<file path="src/design/sha_pkg.sv">
// ----------------------------------------------------------------------------
// SHA-256 package
// Shared types, constants and round functions for the SHA-256 digest core.
// ----------------------------------------------------------------------------
package sha_pkg;

    localparam int BLOCK_BYTES = 64;
    localparam int LEN_OFFSET  = 56;
    localparam logic [7:0] PAD_BYTE = 8'h80;

    // Controller states.
    typedef enum logic [2:0] {
        ST_COLLECT,
        ST_ROUNDS,
        ST_FINISH,
        ST_PAD,
        ST_EMIT
    } state_t;

    // Commands from the controller to the datapath.
    typedef struct packed {
        logic       load_byte;    // write data byte into the block store
        logic       start_block;  // copy hash words into working registers
        logic       round_en;     // run one compression round
        logic       finish_block; // add working registers into hash words
        logic       pad_write;    // write one padding byte at the fill point
        logic       pad_mark;     // the padding byte is the 0x80 marker
        logic       pad_len;      // this block carries the bit length
        logic       count_block;  // add 512 to the bit count
        logic       clear_fill;   // restart the fill count
        logic       add_tail;     // add the tail bits to the bit count
        logic       reinit;       // back to the initial hash values
    } dp_cmd_t;

    // Status from the datapath to the controller.
    typedef struct packed {
        logic [5:0] fill;
        logic       last_round;
    } dp_stat_t;

    typedef logic [31:0] word_t;

    function automatic word_t hash_init(input logic [2:0] idx);
        word_t v;
        unique case (idx)
            3'd0: v = 32'h6a09e667;
            3'd1: v = 32'hbb67ae85;
            3'd2: v = 32'h3c6ef372;
            3'd3: v = 32'ha54ff53a;
            3'd4: v = 32'h510e527f;
            3'd5: v = 32'h9b05688c;
            3'd6: v = 32'h1f83d9ab;
            default: v = 32'h5be0cd19;
        endcase
        return v;
    endfunction

    localparam word_t ROUND_K [64] = '{
        32'h428a2f98, 32'h71374491, 32'hb5c0fbcf, 32'he9b5dba5,
        32'h3956c25b, 32'h59f111f1, 32'h923f82a4, 32'hab1c5ed5,
        32'hd807aa98, 32'h12835b01, 32'h243185be, 32'h550c7dc3,
        32'h72be5d74, 32'h80deb1fe, 32'h9bdc06a7, 32'hc19bf174,
        32'he49b69c1, 32'hefbe4786, 32'h0fc19dc6, 32'h240ca1cc,
        32'h2de92c6f, 32'h4a7484aa, 32'h5cb0a9dc, 32'h76f988da,
        32'h983e5152, 32'ha831c66d, 32'hb00327c8, 32'hbf597fc7,
        32'hc6e00bf3, 32'hd5a79147, 32'h06ca6351, 32'h14292967,
        32'h27b70a85, 32'h2e1b2138, 32'h4d2c6dfc, 32'h53380d13,
        32'h650a7354, 32'h766a0abb, 32'h81c2c92e, 32'h92722c85,
        32'ha2bfe8a1, 32'ha81a664b, 32'hc24b8b70, 32'hc76c51a3,
        32'hd192e819, 32'hd6990624, 32'hf40e3585, 32'h106aa070,
        32'h19a4c116, 32'h1e376c08, 32'h2748774c, 32'h34b0bcb5,
        32'h391c0cb3, 32'h4ed8aa4a, 32'h5b9cca4f, 32'h682e6ff3,
        32'h748f82ee, 32'h78a5636f, 32'h84c87814, 32'h8cc70208,
        32'h90befffa, 32'ha4506ceb, 32'hbef9a3f7, 32'hc67178f2
    };

    function automatic word_t ror(input word_t v, input int n);
        return (v >> n) | (v << (32 - n));
    endfunction

endpackage

</file>
<file path="src/design/sha_datapath.sv">
// ----------------------------------------------------------------------------
// SHA-256 datapath
// Message schedule window (which also gathers the block bytes), round
// registers, hash words and bit count.
// ----------------------------------------------------------------------------
module sha_datapath
(
    input  logic                 clk,
    input  logic                 rst_n,
    input  sha_pkg::dp_cmd_t     cmd,
    input  logic [7:0]           data_byte,
    output sha_pkg::dp_stat_t    stat,
    output logic [255:0]         digest
);

    logic [5:0]          fill_reg;
    logic [5:0]          round_reg;
    logic [63:0]         bits_reg;
    sha_pkg::word_t      hash_reg [8];
    sha_pkg::word_t      work_reg [8];
    sha_pkg::word_t      sched_reg [16];
    logic [7:0]          wr_byte;
    logic                wr_en;
    sha_pkg::word_t      w_cur;
    sha_pkg::word_t      w_new;
    sha_pkg::word_t      t1;
    sha_pkg::word_t      t2;
    logic [7:0]          len_byte;

    // Length byte for the last eight positions of the final block.
    always_comb
    begin
        len_byte = bits_reg[8 * (7 - 32'(fill_reg[2:0])) +: 8];
    end

    // Byte written into the block: data, pad marker, zero or length.
    always_comb
    begin
        wr_en   = cmd.load_byte | cmd.pad_write;
        wr_byte = data_byte;
        if (cmd.pad_write)
        begin
            if (cmd.pad_mark)
                wr_byte = sha_pkg::PAD_BYTE;
            else if (cmd.pad_len && fill_reg >= 6'(sha_pkg::LEN_OFFSET))
                wr_byte = len_byte;
            else
                wr_byte = 8'h00;
        end
    end

    // Schedule word for this round and the next window entry.
    always_comb
    begin
        w_cur = sched_reg[0];
        w_new = sched_reg[0]
              + (sha_pkg::ror(sched_reg[1], 7) ^ sha_pkg::ror(sched_reg[1], 18)
                 ^ (sched_reg[1] >> 3))
              + sched_reg[9]
              + (sha_pkg::ror(sched_reg[14], 17) ^ sha_pkg::ror(sched_reg[14], 19)
                 ^ (sched_reg[14] >> 10));
        t1 = work_reg[7]
           + (sha_pkg::ror(work_reg[4], 6) ^ sha_pkg::ror(work_reg[4], 11)
              ^ sha_pkg::ror(work_reg[4], 25))
           + ((work_reg[4] & work_reg[5]) ^ (~work_reg[4] & work_reg[6]))
           + sha_pkg::ROUND_K[round_reg] + w_cur;
        t2 = (sha_pkg::ror(work_reg[0], 2) ^ sha_pkg::ror(work_reg[0], 13)
              ^ sha_pkg::ror(work_reg[0], 22))
           + ((work_reg[0] & work_reg[1]) ^ (work_reg[0] & work_reg[2])
              ^ (work_reg[1] & work_reg[2]));
    end

    // Schedule window and working registers, without reset. Block bytes land
    // big-endian in the window words; every byte is rewritten before a block
    // is compressed.
    always_ff @(posedge clk)
    begin
        if (wr_en)
            sched_reg[fill_reg[5:2]][8 * (3 - 32'(fill_reg[1:0])) +: 8] <= wr_byte;
        else if (cmd.round_en)
        begin
            for (int i = 0; i < 15; i++)
                sched_reg[i] <= sched_reg[i + 1];
            sched_reg[15] <= w_new;
        end
        if (cmd.start_block)
        begin
            for (int i = 0; i < 8; i++)
                work_reg[i] <= hash_reg[i];
        end
        else if (cmd.round_en)
        begin
            work_reg[7] <= work_reg[6];
            work_reg[6] <= work_reg[5];
            work_reg[5] <= work_reg[4];
            work_reg[4] <= work_reg[3] + t1;
            work_reg[3] <= work_reg[2];
            work_reg[2] <= work_reg[1];
            work_reg[1] <= work_reg[0];
            work_reg[0] <= t1 + t2;
        end
    end

    // Control state: fill, round counter, bit count, hash words.
    always_ff @(posedge clk or negedge rst_n)
    begin
        if (!rst_n)
        begin
            fill_reg  <= '0;
            round_reg <= '0;
            bits_reg  <= '0;
            for (int i = 0; i < 8; i++)
                hash_reg[i] <= sha_pkg::hash_init(3'(i));
        end
        else
        begin
            if (cmd.clear_fill)
                fill_reg <= '0;
            else if (wr_en)
                fill_reg <= fill_reg + 6'd1;
            if (cmd.start_block)
                round_reg <= '0;
            else if (cmd.round_en)
                round_reg <= round_reg + 6'd1;
            if (cmd.reinit)
                bits_reg <= '0;
            else if (cmd.count_block)
                bits_reg <= bits_reg + 64'd512;
            else if (cmd.add_tail)
                bits_reg <= bits_reg + {55'd0, fill_reg, 3'd0};
            for (int i = 0; i < 8; i++)
            begin
                if (cmd.reinit)
                    hash_reg[i] <= sha_pkg::hash_init(3'(i));
                else if (cmd.finish_block)
                    hash_reg[i] <= hash_reg[i] + work_reg[i];
            end
        end
    end

    always_comb
    begin
        stat.fill       = fill_reg;
        stat.last_round = (round_reg == 6'd63);
        digest = {hash_reg[0], hash_reg[1], hash_reg[2], hash_reg[3],
                  hash_reg[4], hash_reg[5], hash_reg[6], hash_reg[7]};
    end

endmodule

</file>
<file path="src/design/sha_control.sv">
// ----------------------------------------------------------------------------
// SHA-256 controller
// Sequences byte loading, compression, padding and digest output.
// ----------------------------------------------------------------------------
module sha_control
(
    input  logic                 clk,
    input  logic                 rst_n,
    input  logic                 in_valid,
    output logic                 in_stall,
    input  logic                 byte_present,
    input  logic                 end_of_message,
    input  logic                 out_stall,
    output logic                 out_valid,
    output logic [1:0]           word_number,
    output logic                 last_word,
    input  sha_pkg::dp_stat_t    stat,
    output sha_pkg::dp_cmd_t     cmd
);

    sha_pkg::state_t state_reg, state_next;
    logic            started_reg, started_next;   // round pass underway
    logic            final_reg, final_next;       // compression is part of padding
    logic            marked_reg, marked_next;     // pad marker written
    logic            len_here_reg, len_here_next; // this pad block takes the length
    logic            pend_end_reg, pend_end_next; // end flag waiting behind a full block
    logic [1:0]      word_reg, word_next;
    logic            accept;

    assign accept = in_valid && !in_stall;

    // Next-state logic.
    always_comb
    begin
        state_next    = state_reg;
        started_next  = started_reg;
        final_next    = final_reg;
        marked_next   = marked_reg;
        len_here_next = len_here_reg;
        pend_end_next = pend_end_reg;
        word_next     = word_reg;
        unique case (state_reg)
            sha_pkg::ST_COLLECT:
            begin
                if (accept)
                begin
                    if (byte_present && stat.fill == 6'd63)
                    begin
                        state_next    = sha_pkg::ST_ROUNDS;
                        final_next    = 1'b0;
                        pend_end_next = end_of_message;
                        started_next  = 1'b0;
                    end
                    else if (end_of_message)
                    begin
                        state_next  = sha_pkg::ST_PAD;
                        marked_next = 1'b0;
                    end
                end
            end
            sha_pkg::ST_ROUNDS:
            begin
                if (!started_reg)
                    started_next = 1'b1;
                else if (stat.last_round)
                begin
                    started_next = 1'b0;
                    state_next   = sha_pkg::ST_FINISH;
                end
            end
            sha_pkg::ST_FINISH:
            begin
                if (final_reg)
                begin
                    if (len_here_reg)
                    begin
                        state_next = sha_pkg::ST_EMIT;
                        word_next  = '0;
                    end
                    else
                    begin
                        // The length did not fit: one more block of padding.
                        state_next    = sha_pkg::ST_PAD;
                        len_here_next = 1'b1;
                    end
                end
                else if (pend_end_reg)
                begin
                    state_next    = sha_pkg::ST_PAD;
                    marked_next   = 1'b0;
                    pend_end_next = 1'b0;
                end
                else
                    state_next = sha_pkg::ST_COLLECT;
            end
            sha_pkg::ST_PAD:
            begin
                marked_next = 1'b1;
                if (!marked_reg)
                    len_here_next = (stat.fill < 6'(sha_pkg::LEN_OFFSET));
                if (stat.fill == 6'd63)
                begin
                    state_next   = sha_pkg::ST_ROUNDS;
                    final_next   = 1'b1;
                    started_next = 1'b0;
                end
            end
            sha_pkg::ST_EMIT:
            begin
                if (!out_stall)
                begin
                    word_next = word_reg + 2'd1;
                    if (word_reg == 2'd3)
                        state_next = sha_pkg::ST_COLLECT;
                end
            end
            default:
                state_next = sha_pkg::ST_COLLECT;
        endcase
    end

    // Output and command logic.
    always_comb
    begin
        cmd         = '0;
        in_stall    = (state_reg != sha_pkg::ST_COLLECT);
        out_valid   = (state_reg == sha_pkg::ST_EMIT);
        word_number = word_reg;
        last_word   = (word_reg == 2'd3);
        unique case (state_reg)
            sha_pkg::ST_COLLECT:
            begin
                cmd.load_byte = accept && byte_present;
            end
            sha_pkg::ST_ROUNDS:
            begin
                cmd.start_block = !started_reg;
                cmd.round_en    = started_reg;
            end
            sha_pkg::ST_FINISH:
            begin
                cmd.finish_block = 1'b1;
                cmd.count_block  = !final_reg;
            end
            sha_pkg::ST_PAD:
            begin
                // The marker goes at the tail end, which also sets the bit count.
                cmd.pad_write  = 1'b1;
                cmd.pad_mark   = !marked_reg;
                cmd.add_tail   = !marked_reg;
                cmd.pad_len    = len_here_reg;
                cmd.clear_fill = (stat.fill == 6'd63);
            end
            sha_pkg::ST_EMIT:
            begin
                cmd.reinit = !out_stall && (word_reg == 2'd3);
            end
            default:
            begin
                cmd = '0;
            end
        endcase
    end

    always_ff @(posedge clk or negedge rst_n)
    begin
        if (!rst_n)
        begin
            state_reg    <= sha_pkg::ST_COLLECT;
            started_reg  <= 1'b0;
            final_reg    <= 1'b0;
            marked_reg   <= 1'b0;
            len_here_reg <= 1'b0;
            pend_end_reg <= 1'b0;
            word_reg     <= '0;
        end
        else
        begin
            state_reg    <= state_next;
            started_reg  <= started_next;
            final_reg    <= final_next;
            marked_reg   <= marked_next;
            len_here_reg <= len_here_next;
            pend_end_reg <= pend_end_next;
            word_reg     <= word_next;
        end
    end

`ifndef SYNTHESIS
    // Input is only taken while collecting.
    assert property (@(posedge clk) disable iff (!rst_n)
        accept |-> state_reg == sha_pkg::ST_COLLECT)
        else $error("word accepted outside collect state");
    // The store is never written during a round pass.
    assert property (@(posedge clk) disable iff (!rst_n)
        state_reg == sha_pkg::ST_ROUNDS |-> !(cmd.load_byte || cmd.pad_write))
        else $error("store written during rounds");
    // Hash words only take a block's result after the last round.
    assert property (@(posedge clk) disable iff (!rst_n)
        cmd.finish_block |-> state_reg == sha_pkg::ST_FINISH)
        else $error("hash words updated outside finish state");
    // Digest words leave in order.
    assert property (@(posedge clk) disable iff (!rst_n)
        out_valid && !out_stall && word_reg != 2'd3 |=>
            out_valid && word_reg == $past(word_reg) + 2'd1)
        else $error("digest word order broken");
`endif

endmodule

</file>
<file path="src/design/sha256_message_digest_core.sv">
// ----------------------------------------------------------------------------
// SHA-256 message digest core
// Hashes a byte stream and returns the digest as four 64-bit words.
// ----------------------------------------------------------------------------
//  channel | direction | handshake            | payload
//  input   | in        | in_valid / in_stall  | data_byte, byte_present, end_of_message
//  output  | out       | out_valid / out_stall| digest_word, word_number, last_word
//
// The 64th byte of a block starts its compression: the working registers are
// loaded, 64 rounds run and the result is added into the hash. An end word
// writes one padding byte per cycle to the end of the block (plus one more
// padding block when the length no longer fits), compresses each padded
// block, then gives four output words. Reset is asynchronous and active low.
// Input is stalled while compressing, padding or emitting.
module sha256_message_digest_core
(
    input  logic        clk,
    input  logic        rst_n,
    input  logic        in_valid,
    output logic        in_stall,
    input  logic [7:0]  data_byte,
    input  logic        byte_present,
    input  logic        end_of_message,
    output logic        out_valid,
    input  logic        out_stall,
    output logic [63:0] digest_word,
    output logic [1:0]  word_number,
    output logic        last_word
);

    sha_pkg::dp_cmd_t  cmd;
    sha_pkg::dp_stat_t stat;
    logic [255:0]      digest;

    sha_control u_ctrl
    (
        .clk            (clk),
        .rst_n          (rst_n),
        .in_valid       (in_valid),
        .in_stall       (in_stall),
        .byte_present   (byte_present),
        .end_of_message (end_of_message),
        .out_stall      (out_stall),
        .out_valid      (out_valid),
        .word_number    (word_number),
        .last_word      (last_word),
        .stat           (stat),
        .cmd            (cmd)
    );

    sha_datapath u_dp
    (
        .clk       (clk),
        .rst_n     (rst_n),
        .cmd       (cmd),
        .data_byte (data_byte),
        .stat      (stat),
        .digest    (digest)
    );

    assign digest_word = digest[255 - 64 * 32'(word_number) -: 64];

endmodule
</file>
<file path="config.mk">
export PLATFORM = sky130hd
export DESIGN_NAME = sha256_message_digest_core
export DESIGN_NICKNAME = d
export VERILOG_FILES = /design/src/design/sha_pkg.sv /design/src/design/sha_datapath.sv /design/src/design/sha_control.sv /design/src/design/sha256_message_digest_core.sv
export SDC_FILE = /design/constraint.sdc
export NUM_CORES = 2
export LEC_CHECK = 0
export ABC_AREA = 0
export BUFFER_PORTS_ARGS = -buffer_cell sky130_fd_sc_hd__clkbuf_2
export CAP_MARGIN = 10
export CORE_ASPECT_RATIO = 0.75
export CORE_MARGIN = 3
export CORE_UTILIZATION = 35
export CTS_BUF_LIST = sky130_fd_sc_hd__clkbuf_4
export DETAILED_ROUTE_END_ITERATION = 7
export GPL_ROUTABILITY_DRIVEN = 0
export GPL_TIMING_DRIVEN = 1
export PLACE_DENSITY = 0.45
export SLEW_MARGIN = 20
export SYNTH_ARGS = -nofsm -noshare
export SYNTH_HDL_FRONTEND = slang
export SYNTH_HIERARCHICAL = 1
export SYNTH_SLANG_ARGS = --single-unit
</file>
<file path="constraint.sdc">
create_clock -name clk -period 12.59 [get_ports clk]
set_input_delay 2.518 -clock clk [delete_from_list [all_inputs] [get_ports clk]]
set_output_delay 2.518 -clock clk [all_outputs]
set_load 0.03 [all_outputs]
</file>
# Word-level counts from Yosys, hierarchy flattened
# Memory sizes are Yosys's and may differ from the RTL's.
# Index checks and enable logic that the tools add are counted.
[op_classes]
n_reduce_logical = 30
magnitude_cmp = 3
n_eq_ne = 22
add_sub_neg = 27
n_bitwise = 37
n_shift = 4
mux = 92
[op_table]
columns = ["operator", "count"]
rows = [
  ["2-to-1 mux 32 bit", 29],
  ["adder 32 bit", 18],
  ["indexed part select 319 x 33 -> 64 bit", 1],
  ["XOR 32 bit", 9],
  ["2-to-1 mux 64 bit", 3],
  ["AND 32 bit", 5],
  ["adder 64 x 10 -> 64 bit, second input constant", 1],
  ["adder 64 x 9 -> 64 bit", 1],
  ["indexed part select 64 x 33 -> 8 bit", 1],
  ["negation 32 -> 34 bit", 1],
  ["variable shift 8 x 34 -> 32 bit, first input constant", 1],
  ["indexed part select 8 x 34 -> 32 bit", 1],
  ["2-to-1 mux 3 bit", 11],
  ["NOT 32 bit", 1],
  ["OR 10 x 32 -> 32 bit", 1],
  ["OR 13 x 32 -> 32 bit", 1],
  ["OR 14 x 32 -> 32 bit", 1],
  ["OR 15 x 32 -> 32 bit", 1],
  ["OR 19 x 32 -> 32 bit", 1],
  ["OR 21 x 32 -> 32 bit", 1],
  ["OR 25 x 32 -> 32 bit", 1],
  ["OR 26 x 32 -> 32 bit", 1],
  ["OR 30 x 32 -> 32 bit", 1],
  ["OR 7 x 32 -> 32 bit", 1],
  ["39 further kinds", 122],
]
[word_totals]
regBits = 342
output_inout_bits = 69
memories = 3
ram_bits = 768
in_bits = 14
mem_bits_ro = 2048
[mem_list]
columns = ["name", "words", "word_bits", "rd", "rd_ports_with_merged_regs", "wr", "line_no", "text"]
rows = [
  ["(no name shown)", 64, 32, 1, 0, 0, "sha_datapath.sv:66", "+ sha_pkg::ROUND_K[round_reg] + w_cur;"],
  ["u_dp.sched_reg", 16, 32, 16, 0, 16, "sha_datapath.sv:21", "sha_pkg::word_t sched_reg [16];"],
  ["u_dp.work_reg", 8, 32, 8, 0, 8, "sha_datapath.sv:20", "sha_pkg::word_t work_reg [8];"],
]

# Longest topological paths before layout
[logic_depth]
depth_word = 10
ltp_mapped = 40
depth_no_buf = 37

# Cells and area by module
# The synthesis kept the hierarchy.
[by_module_without_submodules]
columns = ["mod", "area_each_um2", "cells_each", "instances"]
rows = [
  ["sha_datapath", 73432.9, 7408, 1],
  ["sha256_message_digest_core", 1622.8, 78, 1],
  ["sha_control", 725.7, 89, 1],
]

# Least setup slack after synthesis
# No wires, ideal clock.
[synth_path]
path_kind = "reg-to-reg"
startpoint = "register u_dp.round_reg[1]"
endpoint = "memory u_dp/work_reg[0][30] (netlist name) (data pin)"
arrival_ns = 8.509
n_path_buf = 3
stages_incl_launch_ff = 37
slack_ns = 3.818
cell_sequence = "dfrtp_1 > clkbuf_1 > inv_1 > ha_1 > clkbuf_1 > nand2b_1 > clkbuf_1 > nor3b_1 > nor2_1 > mux4_2 > fa_1 > fa_1 > inv_1 > fa_1 > inv_1 > ha_1 > o211a_1 > o31a_1 > o21a_1 > or2_2 > a21oi_1 > nor2_1 > a21o_1 > a21o_1 > a21o_1 > xnor2_1 > fa_1 > inv_1 > ha_1 > a21oi_1 > o21ai_1 > a2111oi_4 > nor3_2 > o41a_1 > a221oi_2 > xor2_1 > o21ai_1"
[synth_rtl]
columns = ["item", "line_no", "text"]
rows = [
  ["start: declaration", "sha_datapath.sv:17", "logic [5:0] round_reg;"],
  ["start signal: assignment", "sha_datapath.sv:124", "round_reg <= round_reg + 6'd1;"],
  ["end: declaration", "sha_datapath.sv:20", ""],
]

==> impl_metrics.toml <==
[run_status]
run_status = "complete, no violations"

[critical_path]
slowest_delay_ns = 0.90
r2r_slack_ns = 1.79
start_kind = "flop"
endpoint = "u_dp/work_reg[1][31]"
regToRegStartpoint = "u_dp/round_reg[0]"
r2r_cells = 32
r2r-end = "u_dp/work_reg[1][31]"
slowest_stage = "ha_1"
setup.worst_path.end_class = "flop"
worstPathArrival_ns = 11.72
path_class = "reg -> reg"
path_max_fanout = 19
required_ns = 13.51
startpoint = "u_dp/round_reg[0]"

[sta]
setup_tns_ns = 0
finClkSkew_ns = 0.122
period_share_pct = 85.8
slew_headroom_pct = 17.2
fmax_ghz = 0.0926
worst_slew_pin_slew_ns = 1.22
final-hold-violation-count = 0
maxSlewViolCount = 0
rsz0062_at_grt = "false"
period_minus_slack_ns = 10.80
holdWs_ns = 0.442
finalSetupViolations = 0

[logic_synthesis]
seq_area_frac_synth_pct = 41.9
synthCells = 7575
synth_top_area_cell = "edfxtp_1"
syn_area_um2 = 75800
synth_top_area_share_pct = 30.4
synth_seq_cells = 1107
synth_fp_nets = 8188
synth_commonest_cells = "1,041 x nand2_1, 768 x edfxtp_1, 674 x a21o_1, 496 x nor2_1, 464 x o21ai_0"
ys_types = 98
syn_avg_cell_area_um2 = 10.0
synth-edff-count = 768
synth_top_flop_cell = "edfxtp_1"
async_flop_share_pct = 30.6
synth_warnings = 6
synth.area.top_cells = "edfxtp_1 30%, dfrtp_1 6.7%, a21o_1 6.7%"
yosysMostFrequentCell = "nand2_1"

[finish]
fill_cells = 21400
seq_area_um2 = 31700
syn_to_final_growth_pct = 10.5
drive_above_1_share_pct = 13.8
stdcell_area_um2 = 83800
multi_input_area_um2 = 41200
largest_reg_flops = 512
num-nets-final = 8362

[global_routing]
antenna_found_initial = 17
grt_start_max_net_pins = 151
grt_pass1_wl_um = 418000
gr-usage-all-layers_pct = 25.5
grt_overflow_total = 0
first_global_vias = 57300

[clock_tree]
cts_resized = 0
cts_sinks = 1107
cts-root-buf = "clkbuf_4"
cts_hold_buf = 0
clock_latency_ns = 1.22
post-cts-setup-buffers = 0
tritoncts = "yes"
htreeDepth = 5
numCtsBuffers = 327
path_clk_slew_ns = 0.07
cts_buffer_depth = 4

[floorplanning]
initial_core_util_pct = 35.3
rows = 147
die_h_um = 409
dieArea_um2 = 222000
die_x_um = 543
coreArea_um2 = 215000
pin_count = 83

[hold_path]
min_path_cells = 1
min_path_type = "reg -> reg"

[placement]
postPlaceCellArea_um2 = 79600
portBuffers = 82
dp_hpwl_um = 212000

[drt]
vias = 61200
drtIter0Drc = 7129
finalWirelength_um = 291000
detail-route-antenna-nets = 0
routedWlPerCell_um = 26.9
firstDrtPassIters = 6
avgViaCountPerCell = 5.65
drc = 0

[flow_run]
drv_cap = 0
## metal layers
layer | track usage (%) | share of wire [%]
met1 | 41.5 | 50
met4 | 5.61 | 2.0
met2 | 33.1 | 38
met3 | 6.07 | 9.4
met5 | 0 | 0.011
## worst max-delay path, delay by kind of cell, from the launching register on
family	cells	cell delay [ns]
multiplexers	1	0.51
buffers and inverters	3	0.43
XOR/XNOR	2	0.32
flip-flops	1	0.77
adder cells (fa/ha/maj)	6	2.92
AND/OR/NAND/NOR	5	1.01
AO/OA/AOI/OAI	15	4.56
## kinds of logic after synthesis
logic type / Yosys count / synth area share, %
compound gates: 2162 / 18.8
simple gates: 2127 / 12.3
flops: 1107 / 41.9
buf+inv: 760 / 3.94
fa+ha+maj: 602 / 11.9
xor+xnor: 588 / 6.80
mux: 229 / 4.45
## layout by cell type, fill, tap and decap left out, drive strengths merged, types with 40 or more instances in the layout
master	instances
nand2	1041
edfxtp	768
a21o	674
clkbuf	586
o21ai	499
nor2	496
a21oi	417
ha	403
xnor2	398
inv	347
dfrtp	203
fa	196
xor2	190
buf	181
dfstp	136
nand3	126
mux2i	115
nor3	92
mux4	82
nor2b	72
a211oi	68
o21a	62
and3	61
clkinv	60
nand2b	54
o31ai	54
o211ai	51
or3	46
o21bai	45
o22ai	40
## area by class of cell
type | count | area share, %
Antenna cell | 5 | 0.0149
Clock inverter | 71 | 0.438
Clock buffer | 504 | 4.52
Tap cell | 2831 | 4.23
Sequential cell | 1107 | 37.9
Inverter | 342 | 1.55
Timing Repair Buffer | 263 | 2.18
Multi-Input combinational cell | 5708 | 49.2
## per-stage QoR
step | util (%) | cells | worst slack [ns]
2_1_floorplan | - | 7575 | 3.82
3_3_place_gp | 37.1 | 10300 | 2.43
3_5_place_dp | 37.1 | 10300 | 2.28
4_1_cts | 39.0 | 10800 | 2.23
5_1_grt | 39.0 | 10800 | 1.48
6_report | 39.0 | 10800 | 1.79
## how the worst min path moves through the flow
stage | from | end
after CTS | u_dp/sched_reg[7][11] | u_dp/sched_reg[6][11]
after global placement | u_dp/sched_reg[13][22] | u_dp/sched_reg[12][22]
after global routing | u_dp/sched_reg[7][11] | u_dp/sched_reg[6][11]
after detailed placement | u_dp/sched_reg[10][16] | u_dp/sched_reg[9][16]
final | u_dp/sched_reg[7][11] | u_dp/sched_reg[6][11]
after floorplan | u_dp/digest[94] | u_dp/digest[94]
Power is not shown: default switching activity piles up to over one toggle a cycle in this logic, so the estimate is an artifact.
